**src/hw/rtl/assert_macros.svh**
```systemverilog
`ifndef ASSERT_MACROS_SVH
`define ASSERT_MACROS_SVH

// property that must hold at every clock edge outside reset
`define LPG_ASSERT(lbl, prop, msg) \
    lbl: assert property (@(posedge i_clk) disable iff (!i_rst_n) (prop)) \
        else $error(msg);

// condition in one cycle implies a consequence in the next
`define LPG_ASSERT_NEXT(lbl, pre, post, msg) \
    lbl: assert property (@(posedge i_clk) disable iff (!i_rst_n) (pre) |=> (post)) \
        else $error(msg);

`endif

```
**src/hw/rtl/lpg_pkg.sv**
```systemverilog
package lpg_pkg;

    // fixed field widths
    localparam int SYM_W = 5;
    localparam int POS_W = 5;
    localparam int LEN_W = 5;

    // most results one item may return
    localparam int RESULT_LIMIT = 26;

    // default store depth
    localparam int DEF_MAX_SYMBOLS = 26;

    // depth of the command queue between front and back
    localparam int QUEUE_DEPTH = 2;

    // request codes
    localparam logic REQ_RESTART = 1'b0;
    localparam logic REQ_ADVANCE = 1'b1;

    // input transaction
    typedef struct packed {
        logic             req_type;
        logic [LEN_W-1:0] length;
    } t_req;

    // output transaction
    typedef struct packed {
        logic [SYM_W-1:0] symbol;
        logic [POS_W-1:0] position;
        logic             last_symbol;
        logic             wrapped;
    } t_rsp;

    // classified command handed from front to back
    typedef struct packed {
        logic             advance;
        logic [LEN_W-1:0] len;
    } t_cmd;

endpackage

```
**src/hw/rtl/lpg_front.sv**
```systemverilog
module lpg_front #(
    parameter int MAX_SYMBOLS = lpg_pkg::DEF_MAX_SYMBOLS
) (
    input  logic          i_clk,
    input  logic          i_rst_n,
    input  logic          i_valid,
    input  lpg_pkg::t_req i_data,
    output logic          o_stall,
    output logic          o_push,
    output lpg_pkg::t_cmd o_cmd,
    input  logic          i_full
);
    import lpg_pkg::*;

    localparam int LEN_CAP = (MAX_SYMBOLS < RESULT_LIMIT) ? MAX_SYMBOLS : RESULT_LIMIT;

    logic r_cvalid;
    logic n_cvalid;
    t_cmd r_cmd;
    t_cmd n_cmd;
    logic take;

    // hand the held command to the queue when it has room
    assign o_push  = r_cvalid && !i_full;
    assign o_stall = r_cvalid && i_full;
    assign o_cmd   = r_cmd;
    assign take    = i_valid && !o_stall;

    // classify the request and clamp the length to the supported range
    always_comb begin
        n_cvalid = r_cvalid;
        n_cmd    = r_cmd;
        if (o_push) begin
            n_cvalid = 1'b0;
        end
        if (take) begin
            n_cvalid    = 1'b1;
            n_cmd.advance = (i_data.req_type == REQ_ADVANCE);
            if (i_data.length == '0) begin
                n_cmd.len = LEN_W'(1);
            end else if (i_data.length > LEN_W'(LEN_CAP)) begin
                n_cmd.len = LEN_W'(LEN_CAP);
            end else begin
                n_cmd.len = i_data.length;
            end
        end
    end

    // command holding register
    always_ff @(posedge i_clk) begin
        if (!i_rst_n) begin
            r_cvalid <= 1'b0;
        end else begin
            r_cvalid <= n_cvalid;
        end
        r_cmd <= n_cmd;
    end

endmodule

```
**src/hw/rtl/lpg_queue.sv**
```systemverilog
module lpg_queue (
    input  logic          i_clk,
    input  logic          i_rst_n,
    input  logic          i_push,
    input  lpg_pkg::t_cmd i_cmd,
    output logic          o_full,
    output logic          o_valid,
    output lpg_pkg::t_cmd o_cmd,
    input  logic          i_pop
);
    import lpg_pkg::*;

    localparam int PTR_W = (QUEUE_DEPTH > 1) ? $clog2(QUEUE_DEPTH) : 1;
    localparam int CNT_W = $clog2(QUEUE_DEPTH + 1);

    t_cmd             r_slot [QUEUE_DEPTH];
    logic [PTR_W-1:0] r_wr_ptr;
    logic [PTR_W-1:0] r_rd_ptr;
    logic [CNT_W-1:0] r_count;
    logic [PTR_W-1:0] n_wr_ptr;
    logic [PTR_W-1:0] n_rd_ptr;
    logic [CNT_W-1:0] n_count;
    logic             do_pop;

    assign o_full  = (r_count == CNT_W'(QUEUE_DEPTH));
    assign o_valid = (r_count != '0);
    assign o_cmd   = r_slot[r_rd_ptr];
    assign do_pop  = i_pop && o_valid;

    // pointer and occupancy update
    always_comb begin
        n_wr_ptr = r_wr_ptr;
        n_rd_ptr = r_rd_ptr;
        n_count  = r_count;
        if (i_push) begin
            n_wr_ptr = (r_wr_ptr == PTR_W'(QUEUE_DEPTH - 1)) ? '0 : r_wr_ptr + PTR_W'(1);
        end
        if (do_pop) begin
            n_rd_ptr = (r_rd_ptr == PTR_W'(QUEUE_DEPTH - 1)) ? '0 : r_rd_ptr + PTR_W'(1);
        end
        if (i_push && !do_pop) begin
            n_count = r_count + CNT_W'(1);
        end else if (do_pop && !i_push) begin
            n_count = r_count - CNT_W'(1);
        end
    end

    always_ff @(posedge i_clk) begin
        if (!i_rst_n) begin
            r_wr_ptr <= '0;
            r_rd_ptr <= '0;
            r_count  <= '0;
        end else begin
            r_wr_ptr <= n_wr_ptr;
            r_rd_ptr <= n_rd_ptr;
            r_count  <= n_count;
        end
        if (i_push) begin
            r_slot[r_wr_ptr] <= i_cmd;
        end
    end

endmodule

```
**src/hw/rtl/lpg_back.sv**
```systemverilog
module lpg_back #(
    parameter int MAX_SYMBOLS = lpg_pkg::DEF_MAX_SYMBOLS
) (
    input  logic          i_clk,
    input  logic          i_rst_n,
    input  logic          i_q_valid,
    input  lpg_pkg::t_cmd i_q_cmd,
    output logic          o_pop,
    output logic          o_valid,
    output lpg_pkg::t_rsp o_data,
    input  logic          i_stall
);
    import lpg_pkg::*;

`include "assert_macros.svh"

    localparam int LEN_CAP = (MAX_SYMBOLS < RESULT_LIMIT) ? MAX_SYMBOLS : RESULT_LIMIT;
    localparam int AW      = (MAX_SYMBOLS > 1) ? $clog2(MAX_SYMBOLS) : 1;

    typedef enum logic [9:0] {
        S_IDLE   = 10'b00_0000_0001,
        S_PSCAN  = 10'b00_0000_0010,
        S_SSCAN  = 10'b00_0000_0100,
        S_SWAP1  = 10'b00_0000_1000,
        S_SWAP2  = 10'b00_0001_0000,
        S_RSTART = 10'b00_0010_0000,
        S_RWLO   = 10'b00_0100_0000,
        S_RWHI   = 10'b00_1000_0000,
        S_EREAD  = 10'b01_0000_0000,
        S_ELOAD  = 10'b10_0000_0000
    } t_state;

    // order store with identity reset through per-entry valid bits
    logic [SYM_W-1:0]       r_mem [MAX_SYMBOLS];
    logic [MAX_SYMBOLS-1:0] r_vld;
    logic [SYM_W-1:0]       r_rd_a;
    logic [SYM_W-1:0]       r_rd_b;

    t_state           r_state,  n_state;
    logic [LEN_W-1:0] r_len,    n_len;
    logic             r_wrap,   n_wrap;
    logic [AW-1:0]    r_ptr,    n_ptr;
    logic [AW-1:0]    r_cidx,   n_cidx;
    logic             r_chk,    n_chk;
    logic [AW-1:0]    r_pidx,   n_pidx;
    logic [SYM_W-1:0] r_pval,   n_pval;
    logic [AW-1:0]    r_sidx,   n_sidx;
    logic [SYM_W-1:0] r_sval,   n_sval;
    logic [AW-1:0]    r_lo,     n_lo;
    logic [AW-1:0]    r_hi,     n_hi;
    logic [AW-1:0]    r_epos,   n_epos;
    logic             r_ovalid, n_ovalid;
    t_rsp             r_out,    n_out;

    logic [AW-1:0]    ra;
    logic [AW-1:0]    rb;
    logic             rd_en;
    logic             we;
    logic [AW-1:0]    wa;
    logic [SYM_W-1:0] wd;
    logic             vld_clr;
    logic             load;
    logic [AW-1:0]    last_idx;

    assign o_pop   = (r_state == S_IDLE) && i_q_valid;
    assign o_valid = r_ovalid;
    assign o_data  = r_out;

    // sequencer: pivot scan, successor search, swap, suffix reversal, emit
    always_comb begin
        n_state  = r_state;
        n_len    = r_len;
        n_wrap   = r_wrap;
        n_ptr    = r_ptr;
        n_cidx   = r_cidx;
        n_chk    = r_chk;
        n_pidx   = r_pidx;
        n_pval   = r_pval;
        n_sidx   = r_sidx;
        n_sval   = r_sval;
        n_lo     = r_lo;
        n_hi     = r_hi;
        n_epos   = r_epos;
        n_out    = r_out;
        ra       = '0;
        rb       = '0;
        rd_en    = 1'b0;
        we       = 1'b0;
        wa       = '0;
        wd       = '0;
        vld_clr  = 1'b0;
        load     = 1'b0;
        last_idx = AW'(r_len - LEN_W'(1));

        unique case (r_state)
            S_IDLE: begin
                if (i_q_valid) begin
                    n_epos = '0;
                    if (!i_q_cmd.advance) begin
                        vld_clr = 1'b1;
                        n_len   = i_q_cmd.len;
                        n_wrap  = 1'b0;
                        n_state = S_EREAD;
                    end else if (r_len < LEN_W'(2)) begin
                        // single symbol: no next order, report a wrap
                        n_wrap  = 1'b1;
                        n_state = S_EREAD;
                    end else begin
                        n_wrap  = 1'b0;
                        n_ptr   = last_idx;
                        n_chk   = 1'b0;
                        n_state = S_PSCAN;
                    end
                end
            end
            S_PSCAN: begin
                // read one neighbour pair a cycle, compare the pair read last cycle
                rd_en = (r_ptr != '0);
                ra    = r_ptr - AW'(1);
                rb    = r_ptr;
                if (rd_en) begin
                    n_cidx = r_ptr;
                    n_ptr  = r_ptr - AW'(1);
                    n_chk  = 1'b1;
                end
                if (r_chk) begin
                    if (r_rd_a < r_rd_b) begin
                        n_pidx  = r_cidx - AW'(1);
                        n_pval  = r_rd_a;
                        n_lo    = r_cidx;
                        n_hi    = last_idx;
                        n_ptr   = last_idx;
                        n_chk   = 1'b0;
                        n_state = S_SSCAN;
                    end else if (r_cidx == AW'(1)) begin
                        // fully descending: reverse everything back to identity
                        n_wrap  = 1'b1;
                        n_lo    = '0;
                        n_hi    = last_idx;
                        n_state = S_RSTART;
                    end
                end
            end
            S_SSCAN: begin
                // rightmost symbol larger than the pivot
                rd_en  = 1'b1;
                ra     = r_ptr;
                n_cidx = r_ptr;
                n_ptr  = r_ptr - AW'(1);
                n_chk  = 1'b1;
                if (r_chk && (r_rd_a > r_pval)) begin
                    n_sidx  = r_cidx;
                    n_sval  = r_rd_a;
                    n_state = S_SWAP1;
                end
            end
            S_SWAP1: begin
                we      = 1'b1;
                wa      = r_pidx;
                wd      = r_sval;
                n_state = S_SWAP2;
            end
            S_SWAP2: begin
                we      = 1'b1;
                wa      = r_sidx;
                wd      = r_pval;
                n_state = S_RSTART;
            end
            S_RSTART: begin
                n_epos = '0;
                if (r_lo < r_hi) begin
                    rd_en   = 1'b1;
                    ra      = r_lo;
                    rb      = r_hi;
                    n_state = S_RWLO;
                end else begin
                    n_state = S_EREAD;
                end
            end
            S_RWLO: begin
                we      = 1'b1;
                wa      = r_lo;
                wd      = r_rd_b;
                n_state = S_RWHI;
            end
            S_RWHI: begin
                // finish this pair and fetch the next one
                we   = 1'b1;
                wa   = r_hi;
                wd   = r_rd_a;
                n_lo = r_lo + AW'(1);
                n_hi = r_hi - AW'(1);
                if ((r_lo + AW'(1)) < (r_hi - AW'(1))) begin
                    rd_en   = 1'b1;
                    ra      = r_lo + AW'(1);
                    rb      = r_hi - AW'(1);
                    n_state = S_RWLO;
                end else begin
                    n_epos  = '0;
                    n_state = S_EREAD;
                end
            end
            S_EREAD: begin
                rd_en   = 1'b1;
                ra      = r_epos;
                n_state = S_ELOAD;
            end
            S_ELOAD: begin
                // one symbol a cycle into the output register while the output is not stalled
                load = !r_ovalid || !i_stall;
                if (load) begin
                    n_out.symbol      = r_rd_a;
                    n_out.position    = POS_W'(r_epos);
                    n_out.last_symbol = (r_epos == last_idx);
                    n_out.wrapped     = r_wrap;
                    if (r_epos == last_idx) begin
                        n_state = S_IDLE;
                    end else begin
                        n_epos = r_epos + AW'(1);
                        rd_en  = 1'b1;
                        ra     = r_epos + AW'(1);
                    end
                end
            end
            default: begin
                n_state = S_IDLE;
            end
        endcase

        if (load) begin
            n_ovalid = 1'b1;
        end else if (!i_stall) begin
            n_ovalid = 1'b0;
        end else begin
            n_ovalid = r_ovalid;
        end
    end

    // store array and registered read ports
    always_ff @(posedge i_clk) begin
        if (we) begin
            r_mem[wa] <= wd;
        end
        if (rd_en) begin
            r_rd_a <= r_vld[ra] ? r_mem[ra] : SYM_W'(ra);
            r_rd_b <= r_vld[rb] ? r_mem[rb] : SYM_W'(rb);
        end
    end

    // entry valid bits, cleared on reset and on restart
    always_ff @(posedge i_clk) begin
        if (!i_rst_n) begin
            r_vld <= '0;
        end else if (vld_clr) begin
            r_vld <= '0;
        end else if (we) begin
            r_vld[wa] <= 1'b1;
        end
    end

    // control state
    always_ff @(posedge i_clk) begin
        if (!i_rst_n) begin
            r_state  <= S_IDLE;
            r_len    <= LEN_W'(LEN_CAP);
            r_wrap   <= 1'b0;
            r_chk    <= 1'b0;
            r_ovalid <= 1'b0;
        end else begin
            r_state  <= n_state;
            r_len    <= n_len;
            r_wrap   <= n_wrap;
            r_chk    <= n_chk;
            r_ovalid <= n_ovalid;
        end
        r_ptr  <= n_ptr;
        r_cidx <= n_cidx;
        r_pidx <= n_pidx;
        r_pval <= n_pval;
        r_sidx <= n_sidx;
        r_sval <= n_sval;
        r_lo   <= n_lo;
        r_hi   <= n_hi;
        r_epos <= n_epos;
        r_out  <= n_out;
    end

    `LPG_ASSERT(a_wr_in_range, we |-> (LEN_W'(wa) < r_len), "store write beyond active length")
    `LPG_ASSERT(a_swap_order, (r_state == S_SWAP1) |-> (r_pidx < r_sidx), "successor not right of pivot")
    `LPG_ASSERT(a_succ_larger, (r_state == S_SWAP1) |-> (r_sval > r_pval), "successor not above pivot")
    `LPG_ASSERT(a_rev_span, (r_state == S_RWLO) |-> (r_lo < r_hi), "reversal pair crossed over")
    `LPG_ASSERT_NEXT(a_restart_clear, (o_pop && !i_q_cmd.advance), (r_vld == '0), "restart left entries set")

endmodule

```
**src/hw/rtl/lexicographic_permutation_generator.sv**
```systemverilog
// Lexicographic permutation generator. Holds a permutation of the symbols
// 0..length-1 (0 stands for letter A). A restart transaction loads the identity
// order for its length (0 taken as 1, anything above the cap taken as the cap,
// cap = min(MAX_SYMBOLS, 26)); an advance transaction steps to the next order
// in lexicographic order, wrapping from the descending order back to the
// identity with wrapped set on all its results. Each transaction returns one
// result per symbol, position 0 first, last_symbol on the final one. Input
// transactions go through a register and a two-entry queue, so up to three can
// be taken while the back end is busy. An advance of two or more symbols runs
// the pivot scan, then the successor search, swap and suffix reversal (or, on
// a wrap, a reversal of the whole order) before the serial output; a restart
// goes straight to the serial output. All steps use the single write port and
// registered reads of the order store, and output stalls hold the serial output.
module lexicographic_permutation_generator #(
    parameter int MAX_SYMBOLS = lpg_pkg::DEF_MAX_SYMBOLS
) (
    input  logic          i_clk,
    input  logic          i_rst_n,
    input  logic          i_valid,
    input  lpg_pkg::t_req i_data,
    output logic          o_stall,
    output logic          o_valid,
    output lpg_pkg::t_rsp o_data,
    input  logic          i_stall
);
    import lpg_pkg::*;

    logic push;
    t_cmd front_cmd;
    logic q_full;
    logic q_valid;
    t_cmd q_cmd;
    logic q_pop;

    // request classification
    lpg_front #(
        .MAX_SYMBOLS(MAX_SYMBOLS)
    ) u_front (
        .i_clk   (i_clk),
        .i_rst_n (i_rst_n),
        .i_valid (i_valid),
        .i_data  (i_data),
        .o_stall (o_stall),
        .o_push  (push),
        .o_cmd   (front_cmd),
        .i_full  (q_full)
    );

    // command queue
    lpg_queue u_queue (
        .i_clk   (i_clk),
        .i_rst_n (i_rst_n),
        .i_push  (push),
        .i_cmd   (front_cmd),
        .o_full  (q_full),
        .o_valid (q_valid),
        .o_cmd   (q_cmd),
        .i_pop   (q_pop)
    );

    // permutation sequencer and output
    lpg_back #(
        .MAX_SYMBOLS(MAX_SYMBOLS)
    ) u_back (
        .i_clk     (i_clk),
        .i_rst_n   (i_rst_n),
        .i_q_valid (q_valid),
        .i_q_cmd   (q_cmd),
        .o_pop     (q_pop),
        .o_valid   (o_valid),
        .o_data    (o_data),
        .i_stall   (i_stall)
    );

endmodule

```
**config.mk**
```make
export PLATFORM = sky130hd
export DESIGN_NAME = lexicographic_permutation_generator
export DESIGN_NICKNAME = d
export VERILOG_FILES = /design/src/hw/rtl/lpg_pkg.sv /design/src/hw/rtl/lpg_front.sv /design/src/hw/rtl/lpg_queue.sv /design/src/hw/rtl/lpg_back.sv /design/src/hw/rtl/lexicographic_permutation_generator.sv
export VERILOG_INCLUDE_DIRS = /design/src /design/src/hw/rtl
export SDC_FILE = /design/constraint.sdc
export NUM_CORES = 1
export LEC_CHECK = 0
export BUFFER_PORTS_ARGS = -buffer_cell sky130_fd_sc_hd__buf_4
export CORE_AREA = 2 2 208 210
export CTS_BUF_LIST = sky130_fd_sc_hd__clkbuf_4 sky130_fd_sc_hd__clkbuf_8
export CTS_CLUSTER_SIZE = 24
export DETAILED_ROUTE_END_ITERATION = 6
export DIE_AREA = 0 0 210 212
export PLACE_DENSITY = 0.48
export SLEW_MARGIN = 20
export SYNTH_ARGS = -nofsm -noshare
export SYNTH_HDL_FRONTEND = slang
export SYNTH_SLANG_ARGS = --single-unit
export TNS_END_PERCENT = 5
```
**constraint.sdc**
```tcl
create_clock -name i_clk -period 4.2 [get_ports i_clk]
set_clock_uncertainty 0.1 [all_clocks]
set_input_delay 1.05 -clock i_clk [delete_from_list [all_inputs] [get_ports i_clk]]
set_output_delay 1.05 -clock i_clk [all_outputs]
set_load 0.02 [all_outputs]
```
Word level (Yosys, flattened, before mapping)
Memories as Yosys holds them, arrays and structs flattened. A register that Yosys moved wholly into a read port is not among the register bits.
Cells that the tools add are included.
Storage, ports and cells
  register bits: 122
  bits in writable memories: 142
  output and inout bits: 14
  word-level logic and storage cells: 211
  memories: 2
Memories
  u_back.r_mem: words 26, bits a word 5, read ports 2, clocked after memory_dff 0, write ports 1, RTL line lpg_back.sv:34  | logic [SYM_W-1:0] r_mem [MAX_SYMBOLS];
  u_queue.r_slot: words 2, bits a word 6, read ports 1, clocked after memory_dff 1, write ports 1, RTL line lpg_queue.sv:16  | t_cmd r_slot [QUEUE_DEPTH];
Operators by class
  add/subtract/negate cells: 10
  order comparisons: 10
  equal/unequal tests: 27
  multiplexer cells: 91
  bitwise operators: 3
  reductions and logical operators: 40
Operators with widths (number)
  $mux W5: 26
  $pmux W10 S10: 1
  $mux W10: 8
  $pmux W5 S4: 3
  $mux W1: 36
  $pmux W5 S2: 3
  $pmux W5 S3: 2
  $pmux W5 S6: 1
  $mux W9: 3
  $or A26 B26 Y26: 1
  $sub A5 B1 Y5 const B: 4
  $lt A5 B6 Y1 const B: 3
  $ne A2 B1 Y1 const B: 9
  $lt A5 B5 Y1: 3
  $reduce_bool A2 Y1: 6
  $add A5 B1 Y5 const B: 2
  $bmux W1 S5: 2
  $eq A10 B1 Y1 const B: 1
  $eq A10 B10 Y1 const B: 1
  $eq A10 B2 Y1 const B: 1
  $eq A10 B3 Y1 const B: 1
  $eq A10 B4 Y1 const B: 1
  $eq A10 B5 Y1 const B: 1
  $eq A10 B6 Y1 const B: 1
  35 further kinds: 61

Depth between registers and ports, before layout
Gate-level depths: netlist of run 1.
  word-level depth: 8
  gate-level depth with buffers: 21
  mapped depth without buffers: 15

Hierarchy
Synthesis of run 1 repeated with hierarchy kept, for this count alone.
Second synthesis, totals
  cells, all modules: 1316
  area total of the unflattened synthesis: 14305.0 um^2
By module, submodules not included
  lpg_back: instances 1, cells an instance 1256, area each 13362.8 um^2
  lpg_queue: instances 1, cells an instance 41, area each 651.9 um^2
  lpg_front: instances 1, cells an instance 19, area each 290.3 um^2

Worst setup path after synthesis of run 1
No wires, ideal clock.
  path type: register -> register
  start point: register u_back.r_hi[0]
  end point: register u_back.r_rd_b[4], data pin
  arrival: 3810 ps
  data required time: 3844 ps
  setup slack: 34 ps
  stages on the path, launching flop included: 19
  path through: edfxtp_1 > buf_6 > inv_1 > ha_1 > xnor2_1 > ha_1 > a21o_1 > a31oi_1 > a31oi_1 > a21o_1 > buf_2 > o21ai_2 > buf_6 > mux2i_1 > mux2i_1 > mux2_2 > o31a_1 > a41o_1 > a41o_1
Between the ends
  cells in the longest elaborated chain, start to end: 7
  elaborated cells between the ends (all ways): 10
  those cells by class: add/sub: 1; order compare: 2; mux: 6; memory: 1
Ends and longest elaborated chain
  from (decl): RTL line lpg_back.sv:50  | logic [AW-1:0] r_hi, n_hi;
  from (signal assigned): RTL line lpg_back.sv:283  | r_hi <= n_hi;
  $sub A5 B1 Y5: RTL line lpg_back.sv:193, lpg_back.sv:196
  $lt A5 B5 Y1: RTL line lpg_back.sv:193  | if ((r_lo + AW'(1)) < (r_hi - AW'(1))) begin
  $mux W5: RTL line lpg_back.sv:193
  $pmux W5 S3 *: RTL line lpg_back.sv:95  | unique case (r_state)
  $bmux W1 S5: RTL line lpg_back.sv:246  | r_rd_b <= r_vld[rb] ? r_mem[rb] : SYM_W'(rb);
  $mux W1 (not written as such): RTL line lpg_back.sv:246
  $mux W5 *: RTL line lpg_back.sv:246
  to (signal assigned): RTL line lpg_back.sv:246
  to (decl): RTL line lpg_back.sv:37  | logic [SYM_W-1:0] r_rd_b;
Mark *: on every way between the ends. The rest lies on a longest branch, timed or not. The select of a mux whose other input is x is not followed.
A chain may end at the register's enable or synchronous reset.

Worst setup path in the final report of run 1
  start point: register u_back.r_lo[0]
  end point: register u_back.r_rd_a[0], data pin
Between the ends
  cells in the longest elaborated chain, start to end: 7
  elaborated cells between the ends (all ways): 10
  those cells by class: add/sub: 1; order compare: 2; mux: 6; memory: 1
Ends and longest elaborated chain
  from (decl): RTL line lpg_back.sv:49  | logic [AW-1:0] r_lo, n_lo;
  from (signal assigned): RTL line lpg_back.sv:282  | r_lo <= n_lo;
  $add A5 B1 Y5: RTL line lpg_back.sv:193, lpg_back.sv:195
  $lt A5 B5 Y1: RTL line lpg_back.sv:193
  $mux W5: RTL line lpg_back.sv:193
  $pmux W5 S6 *: RTL line lpg_back.sv:95
  $bmux W1 S5: RTL line lpg_back.sv:245  | r_rd_a <= r_vld[ra] ? r_mem[ra] : SYM_W'(ra);
  $mux W1 (not written as such): RTL line lpg_back.sv:245
  $mux W5 *: RTL line lpg_back.sv:245
  to (signal assigned): RTL line lpg_back.sv:245
  to (decl): RTL line lpg_back.sv:36  | logic [SYM_W-1:0] r_rd_a;
Marks and branches as above.

==> out/results.ini, run 1 <==
[worst_setup_path]
cp.buffers_inverters = 3
slowest_stage = edfxtp_1
crit_required_ps = 4550
r2r_cells = 17
crit_fanout = 15
cp-startpoint = u_back.r_lo[0]
path_delay_family = compound AO/OA/AOI/OAI gates
cp_cell_sequence = ha_4 > xor2_2 > ha_4 > a21o_1 > a31oi_4 > buf_4 > o21ai_2 > buf_4 > a211o_4 > nand3_2 > buf_12 > a21oi_1 > o2bb2ai_1 > a211o_1 > o31a_1 > a21oi_4 > mux2i_2
cp_num_cells = 17
arrival_ps = 4490
critical_path.max_stage_delay_ps = 430
worstSetupPathType = reg -> reg
endpoint = u_back.r_rd_a[0]
worstSetupEndpointType = flip-flop
r2r-start = u_back.r_lo[0]
cp-start-kind = flip-flop
r2r-end = u_back.r_rd_a[0]
reg2reg_setup_slack_ps = 70

[global_routing]
antenna_found_initial = 2
grt.overflow.total = 0
track_usage_pct = 20.6
grt_max_degree = 28
grt_pass1_wl_um = 68400
first_global_vias = 10700

[sta]
min_period_ps = 4130
fin_crit_sh_pct = 98.4
worst_pin_slew_ps = 769
max_slew_margin_pct = 48.8
hold_viol = 0
postLayoutSetupSlackWorst_ps = 67.3
setup_violations = 0
fmax_ghz = 0.242
drv_slew = 0

[power_and_ir_drop]
powerDensity_nw_per_um2 = 439
cellLeakagePower_nw = 6.34
peakVddDrop_v = 0.000162

[logic_synthesis]
synth.most_common_cell = nand2_1
yosysWarnings = 0
avgSynthCellArea_um2 = 10.6
synth_seq_cells = 265
synth_edf_count = 215
synth.top_cells.by_count = 269 x nand2_1, 215 x edfxtp_1, 96 x nand3_1
yosysTopAreaCell = edfxtp_1
netlist_area_um2 = 13800
synthArstFlopShare_pct = 0
synth_ff_type = edfxtp_1
syn_nets = 1340
yosys.cell_types.count = 92
synth_top_area_share_pct = 46.9
yosys-top-cells-area = edfxtp_1 47%, nand2_1 7.3%, dfxtp_1 7.3%, mux2i_1 4.1%, nand3_1 3.5%
synth-seq-area-share_pct = 54.2
syn_inst = 1305

[cts]
cts_tree = yes
cts.sinks = 265
numCtsBuffers = 46
clockBufferDepth = 3
cts.clk_slew.worst_paths_ps = 60
htree_levels = 2
clkLatencyLatePin_ps = 620
cts_root_buffer = clkbuf_8
hold_buffers = 0

[min_path]
hold_path.class = reg -> reg
min_path_cells = 0

[placement]
port-buffer-count = 23
place_congestion = 0.893
place_hpwl_um = 33000
pre_cts_ws_ps = -146
placedInstanceArea_um2 = 15400
placedCellCount = 1939

[status]
outcome = finished with violations
violations = DRC

[drt]
ant_nets = 0
wirelength_um = 46000
first_iter_violations = 854
first_pass_iters = 7
routedWlPerCell_um = 22.7
vias = 11055
viasPerCell = 5.46
drc_errors = 2

[layout]
n_antenna_cell = 0
drive_above_1_share_pct = 19.9
final_area_um2 = 16600
fillers = 4095
final_nets = 1482
finalNonFillerCells = 2026
area_growth_pct = 20.2

[job]
cap_violations = 0

[floorplanning]
dieArea_um2 = 44500
num_rows = 76
io_pins = 24
die_w_um = 210
die_h_um = 212
initial_core_util_pct = 32.4
core_um2 = 42500

==> kinds of logic (layout without fill, tap and decap cells) <==
| group | Yosys count | after routing | share of synthesized area [%] |
|---|---|---|---|
| AO/OA/AOI/OAI | 257 | 257 | 13.7 |
| AND/OR/NAND/NOR | 554 | 555 | 18.6 |
| flip-flops | 265 | 265 | 54.2 |
| adder cells (fa/ha/maj) | 25 | 25 | 2.27 |
| multiplexers | 68 | 68 | 5.71 |
| XOR/XNOR | 26 | 26 | 1.85 |
| buffers and inverters | 110 | 284 | 3.65 |
==> layer usage <==
layer / wire length [um] / track usage, % / share of wire [%]
met5: 12 / 0 / 0.026
met4: 1420 / 7.85 / 3.1
met3: 3010 / 3.75 / 6.5
met2: 20100 / 32.0 / 44
met1: 21400 / 28.8 / 47
==> final cells by class <==
| type | instances | area (um2) | share of cell area, % |
|---|---|---|---|
| flip-flops and latches | 265 | 7460 | 45.0 |
| multi-input cells | 931 | 6000 | 36.3 |
| clock inverters | 23 | 175 | 1.06 |
| repair buffers | 161 | 1350 | 8.15 |
| inverters | 42 | 158 | 0.952 |
| well taps | 546 | 683 | 4.13 |
| clock buffers | 58 | 729 | 4.41 |
==> per-stage QoR <==
step | utilization, % | setup TNS (ps) | power, mW | hold WS, ps
floorplan | - | 0 | 4.23 | 309
global placement | 36.3 | -345 | 4.85 | 330
detailed placement | 36.3 | -835 | 4.86 | 343
CTS | 38.5 | -56.5 | 7.29 | 356
global route | 39.0 | -79.5 | 7.62 | 360
finish | 39.0 | 0 | 7.27 | 354
==> power breakdown <==
group	leakage [nW]	switching [mW]	internal [mW]
Clock	0.475	1.06	1.32
Sequential	2.15	0.181	3.02
Combinational	3.71	0.997	0.690
Total	6.34	2.24	5.03
==> worst min path at each step <==
| stage | start | to | slack, ps |
|---|---|---|---|
| after detailed placement | u_front.o_cmd[4] | u_queue.r_slot[1][4] | 340 |
| after CTS | u_front.o_cmd[4] | u_queue.r_slot[0][4] | 360 |
| after global routing | u_front.o_cmd[4] | u_queue.r_slot[1][4] | 360 |
| after global placement | u_front.o_cmd[4] | u_queue.r_slot[0][4] | 330 |
| after floorplan | u_back.r_wrap | u_back.o_data[0] | 310 |
| final | u_front.o_cmd[4] | u_queue.r_slot[0][4] | 350 |
==> state kept, by name, indices dropped and copies added, names as in the netlist, 6 cells and up, named ones only <==
signal          flops
u_back.r_mem      130
u_front.o_cmd       6
u_queue.r_slot     12
u_back.r_state     10
u_back.r_vld       26
u_back.o_data      12
==> cell usage in the layout, fill, tap and decap left out, types with 19 or more instances in the layout <==
cell type and n:
a21oi_1 38, edfxtp_1 215, nand3_1 95, nand2_1 269
dfxtp_1 50, a22oi_1 22, ha_1 21, a31oi_1 19
buf_4 149, o21a_1 30, mux2i_1 55, and3_1 20
clkbuf_8 47, inv_1 39, nor2_1 81
==> worst reg2reg max path: cells and delay by family, from the launching register on <==
kind | cells | cell delay [ps]
buf+inv | 3 | 500
mux | 1 | 270
simple gates | 1 | 110
xor+xnor | 1 | 190
fa+ha+maj | 2 | 450
compound gates | 9 | 1940
flops | 1 | 430
==> repair_timing <==
action | in CTS | in global routing
setup endpoints to repair | 9 | 10
resized for setup | 9 | 22
gates cloned | 0 | 1
setup buffers | 0 | 5
pin swaps | 0 | 7
No activity file was read; power rests on OpenSTA's default activity.
==> inputs of run 2 (changes only) <==
--- a/config.mk
+++ b/config.mk
@@ -9,8 +9,7 @@
 export BUFFER_PORTS_ARGS = -buffer_cell sky130_fd_sc_hd__buf_4
-export CORE_AREA = 2 2 208 210
-export CTS_BUF_LIST = sky130_fd_sc_hd__clkbuf_4 sky130_fd_sc_hd__clkbuf_8
+export CORE_AREA = 2 2 159 161
 export CTS_CLUSTER_SIZE = 24
 export DETAILED_ROUTE_END_ITERATION = 6
-export DIE_AREA = 0 0 210 212
-export PLACE_DENSITY = 0.48
+export DIE_AREA = 0 0 161 163
+export PLACE_DENSITY = 0.74
 export SLEW_MARGIN = 20
==> constraint.sdc (replaced) <==
create_clock -name i_clk -period 4.2 [get_ports i_clk]
set_clock_uncertainty 0.1 [all_clocks]
set_input_delay 0.84 -clock i_clk [delete_from_list [all_inputs] [get_ports i_clk]]
set_output_delay 0.84 -clock i_clk [all_outputs]
set_load 0.02 [all_outputs]
==> run 2 against run 1 <==
  * The run now ends clean
  * Setup slack got worse by 20 ps
  * Clock power is 13% higher
  * Fmax decreased by 0.49%
  * Design area fell by 2.1%
  * Wire length fell by 8.9%
  * First-iteration DRC count increased by 72%
  * Sequential share of layout area rose by 0.97 points
  * Sequential power hardly changed
  * Via count increased by 2.2%
  * Combinational power about the same
  * Non-clock buffer count decreased by 18
  * Critical path depth is 6 lower
  * Largest cell class unchanged
  * Highest routed layer is now met4
==> out/results.ini, run 2 (synthesized netlist as in run 1, its figures left out) <==
[global_routing]
antenna_found_initial = 1  ; was 2
grt_pass1_wl_um = 63200  ; was 68400 um
grt.overflow.total = 0  ; unchanged
first_global_vias = 10630  ; was 10700
grt_max_degree = 27  ; was 28
track_usage_pct = 31.7  ; was 20.6%

[sta]
fmax_ghz = 0.241  ; was 0.242 GHz
hold_viol = 0  ; unchanged
setup_violations = 0  ; unchanged
tns_ps = 0  ; unchanged
postLayoutSetupSlackWorst_ps = 47.0  ; was 67.3 ps
min_period_ps = 4150  ; was 4130 ps
worst_pin_slew_ps = 956  ; was 769 ps
holdWs_ps = 349  ; was 354 ps
max_slew_margin_pct = 35.8  ; was 48.8%
fin_crit_sh_pct = 98.9  ; was 98.4%
drv_slew = 0  ; unchanged
rsz0062_at_grt = yes

[floorplanning]
num_rows = 58  ; was 76
core_um2 = 24700  ; was 42500 um2
die_h_um = 163  ; was 212 um
dieArea_um2 = 26200  ; was 44500 um2
die_w_um = 161  ; was 210 um
initial_core_util_pct = 55.8  ; was 32.4%
io_pins = 24  ; unchanged

[drt]
viasPerCell = 6.41  ; was 5.46
drc_errors = 0  ; was 2
top_layer_used = met4  ; was met5
dr_wl_met2_um = 18300  ; was 20100 um
met1_length_um = 17400  ; was 21400 um
wl_met3_um = 4760  ; was 3010 um
first_pass_iters = 6  ; was 7
vias = 11300  ; was 11055
first_iter_violations = 1470  ; was 854
routedWlPerCell_um = 23.8  ; was 22.7 um
ant_nets = 0  ; unchanged
wirelength_um = 41900  ; was 46000 um

[cts]
cts_root_buffer = clkbuf_16  ; was clkbuf_8
hold_buffers = 0  ; unchanged
numCtsBuffers = 28  ; was 46
htree_levels = 1  ; was 2
cts.sinks = 265  ; unchanged
clkLatencyLatePin_ps = 560  ; was 620 ps
cts_tree = yes  ; unchanged
cts.clk_slew.worst_paths_ps = 60  ; about the same
clockBufferDepth = 3  ; unchanged

[worst_setup_path]
cp-start-kind = flip-flop  ; unchanged
r2r_cells = 11  ; was 17
worstSetupEndpointType = flip-flop  ; unchanged
crit_required_ps = 4390  ; was 4550 ps
cp_cell_sequence = nor4_2 > nand4_1 > a21oi_1 > nand2_1 > o21ai_0 > a21oi_1 > buf_4 > o21ai_1 > a31oi_1 > nor3_1 > mux2i_1  ; was ha_4 > xor2_2 > ha_4 > a21o_1 > a31oi_4 > buf_4 > o21ai_2 > buf_4 > a211o_4 > nand3_2 > buf_12 > a21oi_1 > o2bb2ai_1 > a211o_1 > o31a_1 > a21oi_4 > mux2i_2
path_delay_family = compound AO/OA/AOI/OAI gates  ; unchanged
cp_num_cells = 11  ; was 17
arrival_ps = 4350  ; was 4490 ps
cp.buffers_inverters = 1  ; was 3
worstSetupPathType = reg -> reg  ; unchanged
cpMostUsedCell = a21oi_1
critical_path.max_stage_delay_ps = 800  ; was 430 ps
slowest_stage = a21oi_1  ; was edfxtp_1
crit_fanout = 15  ; unchanged

[layout]
max_flop_register = u_back.r_mem  ; unchanged
largest_reg_flops = 130  ; unchanged
final_nets = 1445  ; was 1482
n_antenna_cell = 0  ; unchanged
drive_above_1_share_pct = 18.4  ; was 19.9%
area_growth_pct = 17.7  ; was 20.2%
final_common_cell = nand2_1  ; unchanged
fillers = 1939  ; was 4095
mostFrequentLayoutCells = 268 x nand2_1, 215 x edfxtp_1, 133 x buf_4, 95 x nand3_1, 81 x nor2_1  ; was 269 x nand2_1, 215 x edfxtp_1, 149 x buf_4, 95 x nand3_1, 81 x nor2_1
reg.largest.list = u_back.r_mem (130), u_back.r_vld (26)  ; unchanged
final_util_pct = 65.7  ; was 39.0%

[placement]
place_hpwl_um = 29900  ; was 33000 um
pre_cts_ws_ps = -176  ; was -146 ps
place_congestion = 0.984  ; was 0.893
port-buffer-count = 23  ; unchanged

[job]
cap_violations = 0  ; unchanged

[power_and_ir_drop]
p_total_mw = 7.56  ; was 7.27 mW
cellLeakagePower_nw = 6.25  ; was 6.34 nW
powerDensity_nw_per_um2 = 467  ; was 439 nW/um2
peakVddDrop_v = 0.000487  ; was 0.000162 V

[min_path]
hold_path.class = reg -> reg  ; unchanged
min_path_cells = 0  ; unchanged

[status]
outcome = finished, final reports clean  ; was finished with violations

run 2: metal layers:
metal	track usage [%]	vias up
li1	-	5068
met1	45.6	5467
met2	47.1	649
met3	8.23	116
met4	10.6	0
met5	0	-
run 2: per-stage QoR:
step / cell area (um2) / std cells
5_1_grt: 16200 / 1762
4_1_cts: 16000 / 1758
6_report: 16200 / 1762
3_5_place_dp: 14900 / 1703
3_3_place_gp: 14900 / 1703
2_1_floorplan: 13800 / 1305
run 2: report_power, final:
part / switching [mW] / internal [mW]
clock: 1.05 / 1.64
combinational: 1.00 / 0.666
sequential: 0.178 / 3.02
run 2: worst paths after layout:
path | from | endpoint | slack (ps)
hold reg to reg | u_front.o_cmd[1] | u_queue.r_slot[1][1] | 350
hold / removal | u_front.o_cmd[1] | u_queue.r_slot[1][1] | 350
setup reg to reg | u_back.r_state[4] | u_back.r_rd_a[1] | 50
setup / recovery | u_back.r_state[4] | u_back.r_rd_a[1] | 50
run 2: layout make-up:
cell class | count | area (um2) | share of cell area [%]
Multi-Input combinational cell | 930 | 6010 | 37.1
Tap cell | 330 | 413 | 2.55
Clock inverter | 19 | 235 | 1.45
Timing Repair Buffer | 143 | 1150 | 7.10
Inverter | 42 | 158 | 0.973
Clock buffer | 33 | 782 | 4.83
Sequential cell | 265 | 7460 | 46.0
run 2: what timing repair did:
| item | in CTS | in global routing |
|---|---|---|
| resized for setup | 3 | 38 |
| gates cloned | 0 | 1 |
| buffers inserted | 3 | 3 |
| endpoints found under the setup margin | 8 | 10 |
| pin swaps | 1 | 9 |
==> inputs of run 3 (changes only) <==
Settings changed: CORE_AREA 2 2 159 161 to 2 2 165 167, DIE_AREA 0 0 161 163 to 0 0 167 169, PLACE_DENSITY 0.74 to 0.72, SYNTH_HIERARCHICAL from default to 1.
==> run 3 against run 2 <==
  * The run now ends with DRC, setup timing left
  * Sequential share of layout area decreased by 2.4 points
  * First-iteration DRC count grew 10%
  * Clock power shrank 7.4%
  * Clock-buffer cell count up 3
  * Setup slack worse by 66 ps
  * Register-to-register slack worse by 70 ps
  * Critical endpoint is now u_back/r_rd_a[0]
  * Largest power group unchanged
==> out/results.ini, run 3 <==
[drt]
first_iter_violations = 1621  ; was 1470
drc_errors = 9  ; was 0
routedWlPerCell_um = 25.8  ; was 23.8 um
first_pass_iters = 7  ; was 6
vias = 11782  ; was 11300
viasPerCell = 6.52  ; was 6.41
ant_nets = 0  ; unchanged
wirelength_um = 46700  ; was 41900 um

[worst_setup_path]
arrival_ps = 4440  ; was 4350 ps
reg2reg_setup_slack_ps = -20  ; was 50 ps
worstSetupPathType = reg -> reg  ; unchanged
cp-start-kind = flip-flop  ; unchanged
crit_fanout = 6  ; was 15
crit_required_ps = 4420  ; was 4390 ps
worstSetupEndpointType = flip-flop  ; unchanged

[logic_synthesis]
synth_seq_cells = 265  ; unchanged
synth_ff_type = edfxtp_1  ; unchanged
synth-simple-area-share_pct = 16.1  ; was 18.6%
yosysTopAreaCell = edfxtp_1  ; unchanged
syn_nets = 1350  ; was 1340
muxShareOfSynthArea_pct = 8.98  ; was 5.71%
synth.top_cells.by_count = 215 x edfxtp_1, 182 x nand2_1, 101 x mux2i_1  ; was 269 x nand2_1, 215 x edfxtp_1, 96 x nand3_1
synth.most_common_cell = edfxtp_1  ; was nand2_1
yosys.cell_types.count = 96  ; was 92
synth_top_family_by_area = simple AND/OR/NAND/NOR gates  ; unchanged
syn_inst = 1316  ; was 1305
synth-seq-area-share_pct = 52.1  ; was 54.2%
synth-adder-area-share_pct = 2.10  ; was 2.27%
yosys-top-cells-area = edfxtp_1 45%, mux2i_1 7.1%, dfxtp_1 7.0%, nand2_1 4.8%, ha_1 2.1%  ; was edfxtp_1 47%, nand2_1 7.3%, dfxtp_1 7.3%, mux2i_1 4.1%, nand3_1 3.5%
avgSynthCellArea_um2 = 10.9  ; was 10.6 um2
synth_compound_area_share_pct = 15.3  ; was 13.7%
synth_xor_area_share_pct = 1.79  ; was 1.85%
synth_edf_count = 215  ; unchanged
yosysWarnings = 6  ; was 0
synth_top_area_share_pct = 45.1  ; was 46.9%
synthArstFlopShare_pct = 0  ; unchanged
netlist_area_um2 = 14300  ; was 13800 um2

[sta]
postLayoutSetupSlackWorst_ps = -18.9  ; was 47.0 ps
drv_slew = 0  ; unchanged
min_period_ps = 4220  ; was 4150 ps
tns_ps = -28.2  ; was 0 ps
worst_pin_slew_ps = 1030  ; was 956 ps
setup_violations = 2  ; was 0
max_slew_margin_pct = 31.3  ; was 35.8%
fmax_ghz = 0.237  ; was 0.241 GHz
hold_viol = 0  ; unchanged
fin_crit_sh_pct = 100  ; was 98.9%
rsz0062_at_grt = yes  ; unchanged

[placement]
port-buffer-count = 23  ; unchanged
pre_cts_ws_ps = -151  ; was -176 ps
place_hpwl_um = 34300  ; was 29900 um
place_congestion = 1.06  ; was 0.984

[cts]
cts.sinks = 265  ; unchanged
hold_buffers = 0  ; unchanged
cts_root_buffer = clkbuf_16  ; unchanged
cts.clk_slew.worst_paths_ps = 70  ; was 60 ps
clkLatencyLatePin_ps = 560  ; about the same
numCtsBuffers = 28  ; unchanged
htree_levels = 1  ; unchanged
cts_tree = yes  ; unchanged
clockBufferDepth = 3  ; unchanged

[power_and_ir_drop]
cellLeakagePower_nw = 6.32  ; was 6.25 nW
switchingPower_mw = 2.22  ; was 2.24 mW
power.internal_mw = 5.09  ; was 5.33 mW
p_sw_share_pct = 30.4  ; was 29.6%
peakVddDrop_v = 0.000401  ; was 0.000487 V
clkPwrFrac_pct = 34.0  ; was 35.6%
combPwrFrac_pct = 22.7  ; was 22.1%
pwr-share-seq_pct = 43.2  ; was 42.3%
powerDensity_nw_per_um2 = 428  ; was 467 nW/um2

[layout]
max_flop_register = u_back/r_mem  ; was u_back.r_mem
largest_reg_flops = 130  ; unchanged
mostFrequentLayoutCells = 215 x edfxtp_1, 181 x nand2_1, 158 x buf_4, 98 x mux2i_1, 77 x nor2_1  ; was 268 x nand2_1, 215 x edfxtp_1, 133 x buf_4, 95 x nand3_1, 81 x nor2_1
final_nets = 1479  ; was 1445
drive_above_1_share_pct = 21.6  ; was 18.4%
final_common_cell = edfxtp_1  ; was nand2_1
area_growth_pct = 19.6  ; was 17.7%
n_antenna_cell = 0  ; unchanged
reg.largest.list = u_back/r_mem (130), u_back/r_vld (26)  ; was u_back.r_mem (130), u_back.r_vld (26)

[floorplanning]
num_rows = 60  ; was 58
die_h_um = 169  ; was 163 um
dieArea_um2 = 28200  ; was 26200 um2
initial_core_util_pct = 54.0  ; was 55.8%
core_um2 = 26500  ; was 24700 um2
die_w_um = 167  ; was 161 um
io_pins = 24  ; unchanged

[status]
violations = DRC, setup timing
outcome = finished with violations  ; was finished, final reports clean

[job]
cap_violations = 0  ; unchanged

[global_routing]
grt.overflow.total = 0  ; unchanged
grt_max_degree = 28  ; was 27
antenna_found_initial = 0  ; was 1
first_global_vias = 11298  ; was 10630
track_usage_pct = 32.8  ; was 31.7%
grt_pass1_wl_um = 70000  ; was 63200 um

[min_path]
hold_path.class = reg -> reg  ; unchanged

==> run 3: changes by cell type in the layout (fill, tap and decap cells not counted), moves of 11 or more <==
cell and change:
a221oi_1 +16, a22oi_1 -17, and2_1 +13, buf_12 +13
buf_4 +25, mux2_2 +19, mux2i_1 +42, nand2_1 -87
nand3_1 -40, nor3_1 +11, o21ai_0 +20
==> run 3: worst paths after layout <==
path                            cells past startpoint                    to             start
worst max register to register                     12      u_back/r_rd_a[0]    u_back/r_lo[4]
worst min register to register                      0  u_queue/r_slot[1][5]  u_front/o_cmd[5]
worst max-delay path                               12      u_back/r_rd_a[0]    u_back/r_lo[4]
worst min-delay path                                0  u_queue/r_slot[1][5]  u_front/o_cmd[5]
==> run 3: layer usage <==
| layer | share of wire [%] | vias up | global-route usage (%) | wire length [um] |
|---|---|---|---|---|
| met5 | 0 | - | 0 | 0 |
| met4 | 2.8 | 0 | 9.15 | 1290 |
| met3 | 13 | 123 | 10.8 | 6300 |
| met2 | 43 | 793 | 48.2 | 20000 |
| met1 | 41 | 5635 | 46.6 | 19100 |
| li1 | - | 5231 | - | - |
==> run 3: layout make-up <==
type | count | area [um2]
fill | 2089 | 9390
sequential | 265 | 7460
multi-input combinational | 935 | 6610
timing repair buffer | 177 | 1550
clock buffer | 36 | 741
tap | 341 | 427
clock inverter | 16 | 183
inverter | 38 | 143
==> run 3: timing repair <==
action	4_1_cts	5_1_grt
setup endpoints to repair	4	10
gates cloned	0	1
resized for setup	11	27
pin swaps	5	16
setup buffers	3	10
==> run 3: power groups by stage <==
stage                     sequential (mW)  combinational (mW)  clock [mW]
after global routing                 3.18                1.77        2.62
after floorplan                      3.14                1.04           0
final                                3.16                1.66        2.49
after detailed placement             3.22                1.58           0
after global placement               3.21                1.56           0
after CTS                            3.16                1.60        2.52
==> run 3: cell families (layout without fill, tap and decap cells) <==
family | after synthesis | in the layout
adder cells (fa/ha/maj) | 24 | 24
XOR/XNOR | 26 | 26
buffers and inverters | 116 | 267
AO/OA/AOI/OAI | 290 | 290
multiplexers | 125 | 125
flip-flops | 265 | 265
AND/OR/NAND/NOR | 470 | 470
==> run 3: critical path, stage by stage, from the launching register on <==
cell and delay, ps:
edfxtp_1 500, ha_1 360, a21oi_1 180, and4_1 310, o21a_1 150, buf_4 160
a221o_1 380, a221oi_1 570, nor2_1 240, a22oi_2 330, o211ai_4 170, nor2_4 190
mux2_4 310
==> run 3: metrics by stage <==
step	total power [mW]	instance area (um2)	utilization (%)	instances	hold WS, ps
3_5_place_dp	4.80	15900	59.9	1742	333
3_3_place_gp	4.78	15900	59.9	1742	324
4_1_cts	7.28	16900	63.7	1797	347
5_1_grt	7.57	17100	64.6	1808	358
6_report	7.32	17100	64.6	1808	346
2_1_floorplan	4.18	14400	-	1316	309
